`src/spq_pkg.sv`:
```
// Shared types and constants for the sorted priority queue.
`timescale 1ns / 1ps

package spq_pkg;

    localparam int SPQ_CAPACITY = 16;

    typedef enum logic {
        OP_ENQUEUE = 1'b0,
        OP_DEQUEUE = 1'b1
    } t_op;

    typedef enum logic [1:0] {
        ST_DONE  = 2'd0,
        ST_FULL  = 2'd1,
        ST_EMPTY = 2'd2
    } t_status;

    typedef struct packed {
        logic               operation;
        logic signed [31:0] item_value;
        logic signed [15:0] item_priority;
    } t_in_word;

    typedef struct packed {
        logic [1:0]         status;
        logic               is_empty;
        logic signed [31:0] head_value;
        logic signed [15:0] head_priority;
        logic [4:0]         entry_count;
    } t_out_word;

    typedef struct packed {
        logic signed [31:0] ent_value;
        logic signed [15:0] ent_prio;
    } t_entry;

    typedef struct packed {
        logic   enq;
        logic   deq;
        t_entry item;
    } t_cell_ctrl;

endpackage

```
`src/spq_cell.sv`:
```
// One slot of the sorted chain: keeps, takes a new entry, or shifts from a neighbor.
`timescale 1ns / 1ps

module spq_cell import spq_pkg::*; (
    input  logic       i_clk,
    input  t_cell_ctrl i_ctrl,
    input  logic       i_valid,
    input  logic       i_left_lower,
    input  t_entry     i_left,
    input  t_entry     i_right,
    output t_entry     o_entry,
    output logic       o_lower
);

    t_entry r_entry;

    // A slot is "lower" when the new entry belongs at or ahead of it.
    assign o_lower = !i_valid || (r_entry.ent_prio < i_ctrl.item.ent_prio);
    assign o_entry = r_entry;

    always_ff @(posedge i_clk) begin
        if (i_ctrl.enq) begin
            if (o_lower) begin
                r_entry <= i_left_lower ? i_left : i_ctrl.item;
            end
        end else if (i_ctrl.deq) begin
            r_entry <= i_right;
        end
    end

endmodule

```
`src/sorted_priority_queue_top.sv`:
```
// Top level of the sorted priority queue built as a chain of compare-and-shift cells.
// Each accepted word gives one result, registered and shown in the cycle after it.
// Throughput: one word per cycle; every cell compares and shifts in parallel.
// busy is always low; the receiver cannot stall and results are never held.
// Reset empties the queue; slot contents are not cleared.
`timescale 1ns / 1ps

module sorted_priority_queue_top import spq_pkg::*; #(
    parameter int CAPACITY = SPQ_CAPACITY
) (
    input  logic      i_clk,
    input  logic      i_rst_n,
    input  logic      start,
    output logic      busy,
    input  t_in_word  i_word,
    output logic      o_strobe,
    output t_out_word o_result
);

    localparam int CW = $clog2(CAPACITY + 1);

    logic [CW-1:0] r_count;
    logic [CW-1:0] n_count;
    logic          r_strobe;
    t_status       r_status;
    t_status       n_status;
    t_cell_ctrl    ctrl;
    t_entry        cell_entry [CAPACITY];
    logic          cell_lower [CAPACITY];
    logic          accept;
    logic          full;
    logic          empty;

    assign busy   = 1'b0;
    assign accept = start && !busy;
    assign full   = (r_count == CW'(CAPACITY));
    assign empty  = (r_count == '0);

    always_comb begin
        ctrl.enq            = 1'b0;
        ctrl.deq            = 1'b0;
        ctrl.item.ent_value = i_word.item_value;
        ctrl.item.ent_prio  = i_word.item_priority;
        n_count             = r_count;
        n_status            = ST_DONE;
        if (accept) begin
            if (i_word.operation == OP_ENQUEUE) begin
                if (full) begin
                    n_status = ST_FULL;
                end else begin
                    ctrl.enq = 1'b1;
                    n_count  = r_count + 1'b1;
                end
            end else begin
                if (empty) begin
                    n_status = ST_EMPTY;
                end else begin
                    ctrl.deq = 1'b1;
                    n_count  = r_count - 1'b1;
                end
            end
        end
    end

    for (genvar g = 0; g < CAPACITY; g++) begin : g_cell
        t_entry left_entry;
        t_entry right_entry;
        logic   left_lower;

        if (g == 0) begin : g_first
            assign left_entry = '0;
            assign left_lower = 1'b0;
        end else begin : g_mid
            assign left_entry = cell_entry[g-1];
            assign left_lower = cell_lower[g-1];
        end

        if (g == CAPACITY - 1) begin : g_last
            assign right_entry = '0;
        end else begin : g_inner
            assign right_entry = cell_entry[g+1];
        end

        spq_cell u_cell (
            .i_clk        (i_clk),
            .i_ctrl       (ctrl),
            .i_valid      (CW'(g) < r_count),
            .i_left_lower (left_lower),
            .i_left       (left_entry),
            .i_right      (right_entry),
            .o_entry      (cell_entry[g]),
            .o_lower      (cell_lower[g])
        );
    end

    always_ff @(posedge i_clk) begin
        if (!i_rst_n) begin
            r_count  <= '0;
            r_strobe <= 1'b0;
            r_status <= ST_DONE;
        end else begin
            r_count  <= n_count;
            r_strobe <= accept;
            r_status <= n_status;
        end
    end

    assign o_strobe               = r_strobe;
    assign o_result.status        = r_status;
    assign o_result.is_empty      = empty;
    assign o_result.head_value    = empty ? '0 : cell_entry[0].ent_value;
    assign o_result.head_priority = empty ? '0 : cell_entry[0].ent_prio;
    assign o_result.entry_count   = 5'(r_count);

endmodule
```
`config.mk`:
```
export PLATFORM = sky130hd
export DESIGN_NAME = sorted_priority_queue_top
export DESIGN_NICKNAME = d
export VERILOG_FILES = /design/src/spq_pkg.sv /design/src/spq_cell.sv /design/src/sorted_priority_queue_top.sv
export SDC_FILE = /design/constraint.sdc
export NUM_CORES = 2
export LEC_CHECK = 0
export ABC_CLOCK_PERIOD_IN_PS = 7850
export BUFFER_PORTS_ARGS = -buffer_cell sky130_fd_sc_hd__buf_2
export CAP_MARGIN = 40
export CORE_MARGIN = 1.5
export CORE_UTILIZATION = 45
export DETAILED_ROUTE_END_ITERATION = 6
export SETUP_SLACK_MARGIN = 0.3
export SYNTH_ARGS = -nofsm -noshare
export SYNTH_HDL_FRONTEND = slang
export SYNTH_HIERARCHICAL = 1
export SYNTH_SLANG_ARGS = --single-unit
```
`constraint.sdc`:
```
create_clock -name i_clk -period 7.85 [get_ports i_clk]
set_clock_uncertainty 0.2 [all_clocks]
set_input_delay 0.785 -clock i_clk [delete_from_list [all_inputs] [get_ports i_clk]]
set_output_delay 0.785 -clock i_clk [all_outputs]
set_load 0.01 [all_outputs]
```
Yosys cells after proc, flatten, opt, wreduce, memory -nomap -nowiden
Cells that the tools add are included.
Storage, ports and cells
  bits of input ports: 52
  bits in registers: 776
  word-level logic and storage cells: 216
Cells by class
  reductions and logical operators: 52
  equality and inequality tests: 19
  add/subtract/negate cells: 2
  multiplexer cells: 76
  order comparisons: 32
Operators with widths (number)
  $mux 48: 63
  $lt 16x16->1: 16
  $lt 4x5->1 const A: 8
  $reduce_and 2->1: 17
  $mux 32: 1
  $ne 2x1->1 const B: 16
  $lt 3x5->1 const A: 4
  $logic_not 1->1: 16
  $logic_or 1x1->1: 16
  $mux 16: 1
  $mux 5: 3
  $lt 1x5->1 const A: 2
  $lt 2x5->1 const A: 2
  $mux 2: 3
  $add 5x1->5 const B: 1
  $eq 5x5->1 const B: 1
  $logic_not 5->1: 1
  $mux 1: 5
  $sub 5x1->5 const B: 1
  $ne 2x2->1 const B: 2
  $reduce_and 3->1: 1
  $reduce_bool 2->1: 1

Logic depth before layout (Yosys ltp)
  depth in word-level cells: 6
  depth in mapped cells: 12
  mapped depth without buffers: 9

Cells and area by module
The synthesis kept the hierarchy.
By module, submodules not included
  spq_cell at g_cell[0].u_cell ...: cells each 272, area an instance 2857.7 µm², instances 10
  spq_cell at g_cell[4].u_cell ...: cells each 268, area an instance 2832.7 µm², instances 6
  sorted_priority_queue_top: cells each 135, area an instance 954.7 µm², instances 1

Worst setup path before layout
Ideal clock, no wire load.
  path type: register to register
  start: register r_count[1]
  end: register g_cell[0].u_cell.r_entry, in the netlist g_cell[0].u_cell/o_entry[0], enable pin
  library setup time: 0.523 ns
  data arrival time: 6.161 ns
  setup slack: 0.966 ns
  cell stages (with the launch flop): 9
  path through: dfxtp_1 clkbuf_1 inv_1 ha_1 a311oi_1 clkbuf_1 clkbuf_1 nor2_1 nor3b_1
RTL lines
  start, declared: line sorted_priority_queue_top.sv:22  | logic [CW-1:0] r_count;
  start signal, assigned: line sorted_priority_queue_top.sv:102  | r_count <= n_count;
  end signal, assigned: line spq_cell.sv:24  | r_entry <= i_left_lower ? i_left : i_ctrl.item;
  end signal, assigned: line spq_cell.sv:27  | r_entry <= i_right;
  end, declared: line spq_cell.sv:15  | t_entry r_entry;

==> results_tabular.tex <==
\begin{tabular}{lr}
\hline
Metric & Value \\
\hline
\multicolumn{2}{l}{\textbf{Status}} \\
\quad Result of the run & completed \\
\multicolumn{2}{l}{\textbf{Pwr}} \\
\quad Power density normalized to cell area & 268 nW/um\^{}2 \\
\quad Leakage power & 0.0240 uW \\
\quad Worst-case vdd ir drop & 0.170 mV \\
\multicolumn{2}{l}{\textbf{Routing}} \\
\quad DRC violations left & 0 \\
\quad Count of TritonRoute iterations in the first routing pass & 5 \\
\quad Drt first-iter violations & 2,469 \\
\quad Per-cell via count in the routed design & 5.25 \\
\quad Aggregate routed wire length & 106,000 um \\
\quad Overall via count from detail\_route & 31,361 \\
\quad Wire per inst & 17.7 um \\
\quad Post-route antenna net violation count & 0 \\
\multicolumn{2}{l}{\textbf{Worst hold path}} \\
\quad Classification of the worst-slack hold path & input pin to register \\
\multicolumn{2}{l}{\textbf{Setup path}} \\
\quad CP Capture Type & register \\
\quad Buffers plus inverters on the worst setup path & 4 \\
\quad Maximum fanout along the worst path & 159 \\
\quad Kind of critical path & register to register \\
\quad Most Frequent Cell on Critical Path & sky130\_fd\_sc\_hd\_\_buf\_4 \\
\quad Max incr delay on CP & 700 ps \\
\quad Cell type group with the largest total delay on the critical path & buffers and inverters \\
\quad Type of element launching the critical path & register \\
\quad Cell-by-cell listing of the critical path & inv\_1, ha\_1, a311oi\_4, buf\_12, buf\_4, nand2\_1, or4\_1, nor3b\_2, buf\_4 \\
\quad Worst EP required & 7970 ps \\
\quad Worst path slowest cell & sky130\_fd\_sc\_hd\_\_dfxtp\_1 \\
\quad WP data arrival & 4650 ps \\
\multicolumn{2}{l}{\textbf{STA}} \\
\quad Actual slew at the worst max-slew pin & 1130 ps \\
\quad Final cycle utilization of the critical path & 57.7\% \\
\quad Sum of negative setup slack & 0 ps \\
\quad Final hold violations & 0 \\
\quad Final Max Tran Viols & 0 \\
\quad Unrepaired setup endpoints after global routing & false \\
\quad Final Critical Period & 4530 ps \\
\quad Final-layout worst hold slack & 242 ps \\
\quad Number of endpoints failing setup at the final stage & 0 \\
\quad Achievable clock frequency & 221 MHz \\
\quad Worst relative slew slack & 24.9\% \\
\multicolumn{2}{l}{\textbf{Clocking}} \\
\quad Post-CTS setup buffer count & 0 \\
\quad Clock buffer count from CTS & 89 \\
\quad Hold-fix buffers at CTS & 0 \\
\quad Sinks on Clock Net & 776 \\
\quad \# H-tree levels & 3 \\
\quad Post-CTS resize count & 0 \\
\quad Root Buffer & sky130\_fd\_sc\_hd\_\_clkbuf\_16 \\
\quad Register clock-pin slew on the reported worst setup and hold paths & 60 ps \\
\quad CTS Buffer Depth & 3 \\
\quad TritonCTS clock tree & done \\
\quad Clock latency on the worst-skew pair & 640 ps \\
\multicolumn{2}{l}{\textbf{Floorplan}} \\
\quad Width of the die & 324 um \\
\quad Initial Utilization & 45.5\% \\
\quad IO Pins & 110 \\
\quad Core Footprint & 102,000 um\^{}2 \\
\quad Die span in y & 324 um \\
\quad Die outline area & 105,000 um\^{}2 \\
\quad Site row count & 117 \\
\multicolumn{2}{l}{\textbf{Logic synthesis}} \\
\quad Count of yosys warnings during synthesis & 6 \\
\quad Post-Synthesis Cells & 4,460 \\
\quad Mapped Area & 46,500 um\^{}2 \\
\quad Syn avg cell area & 10.4 um\^{}2 \\
\multicolumn{2}{l}{\textbf{Placed design}} \\
\quad Routability-driven placement congestion ratio & 0.813 \\
\quad \# port buffers & 108 \\
\quad Post-detailed-placement half-perimeter wirelength & 74,600 um \\
\multicolumn{2}{l}{\textbf{Global routing}} \\
\quad Initial antenna violation count & 10 \\
\quad Wire length of the first global-routing pass & 169,000 um \\
\quad Maximum number of pins on one net before global-route repair & 271 \\
\quad Aggregate global routing overflow & 0 \\
\quad GRT Overall Usage & 19.7\% \\
\quad Number of global-route vias before repair & 29,834 \\
\multicolumn{2}{l}{\textbf{Cells and area}} \\
\quad Area growth from synthesis to final layout & 11.1\% \\
\quad Final Util & 50.6\% \\
\quad Final Net Count & 4,823 \\
\quad Fillcell total & 9,496 \\
\quad Fraction of final layout cells with drive strength greater than 1 & 7.44\% \\
\multicolumn{2}{l}{\textbf{Job}} \\
\quad Number of violations of the max-capacitance limit & 0 \\
\hline
\end{tabular}
[placed cells by master, fill, tap and decap left out, drive strengths merged, types with 12 or more instances in the layout]
cell / instances
a21oi: 840
or4: 20
nor2: 804
nand3: 20
edfxtp: 768
buf: 164
o21ai: 42
a21o: 32
nand4: 55
mux2i: 770
o21a: 12
conb: 98
inv: 284
nor2b: 48
nand2b: 36
a41oi: 12
a311oi: 21
ha: 244
clkinv: 42
nand2: 69
clkbuf: 113
[area by class of cell]
cell class,count,area (um^2),area share (%)
inverters,282,1060,2.05
repair buffers,164,1240,2.39
multi-input cells,3214,21800,42.1
well taps,1368,1710,3.31
flip-flops and latches,776,23200,44.9
clock buffers,113,2340,4.52
clock inverters,50,374,0.724
diodes,1,2.50,0.00484
[through the flow]
stage               setup WS [ps]  instances  instance area [um^2]  total power, uW
floorplan                     966       4557                 46900             8900
global placement             3020       5791                 48700             9890
detailed placement           3100       5804                 49000            10000
CTS                          3340       5967                 51700            14000
global route                 3040       5968                 51700            14700
finish                       3320       5968                 51700            13900
[sequential cells by signal (all words and copies together), names as in the netlist]
name	cells
r_status	2
g_cell.u_cell/o_entry	768
o_strobe	1
r_count	5
[report_power, final]
part | total (uW) | switching [uW] | internal (uW) | leakage [uW]
registers | 6110 | 490 | 5620 | 0.00728
logic | 3820 | 2280 | 1540 | 0.0154
clock network | 3920 | 1690 | 2240 | 0.00131
[routing by layer]
layer	track usage (%)	routed length, um
met1	31.4	55900
met4	4.75	1740
met2	27.6	42900
met3	2.76	5030
met5	0	88
[final timing paths]
path	start	to	slack, ps	cells past startpoint
max	r_count[1]	g_cell[10].u_cell/o_entry[27]	3320	9
min	i_rst_n	r_count[2]	240	2
max reg2reg	r_count[1]	g_cell[10].u_cell/o_entry[27]	3320	9
min reg2reg	g_cell[15].u_cell/o_entry[19]	g_cell[14].u_cell/o_entry[19]	360	2
No activity file was read; power rests on OpenSTA's default activity.
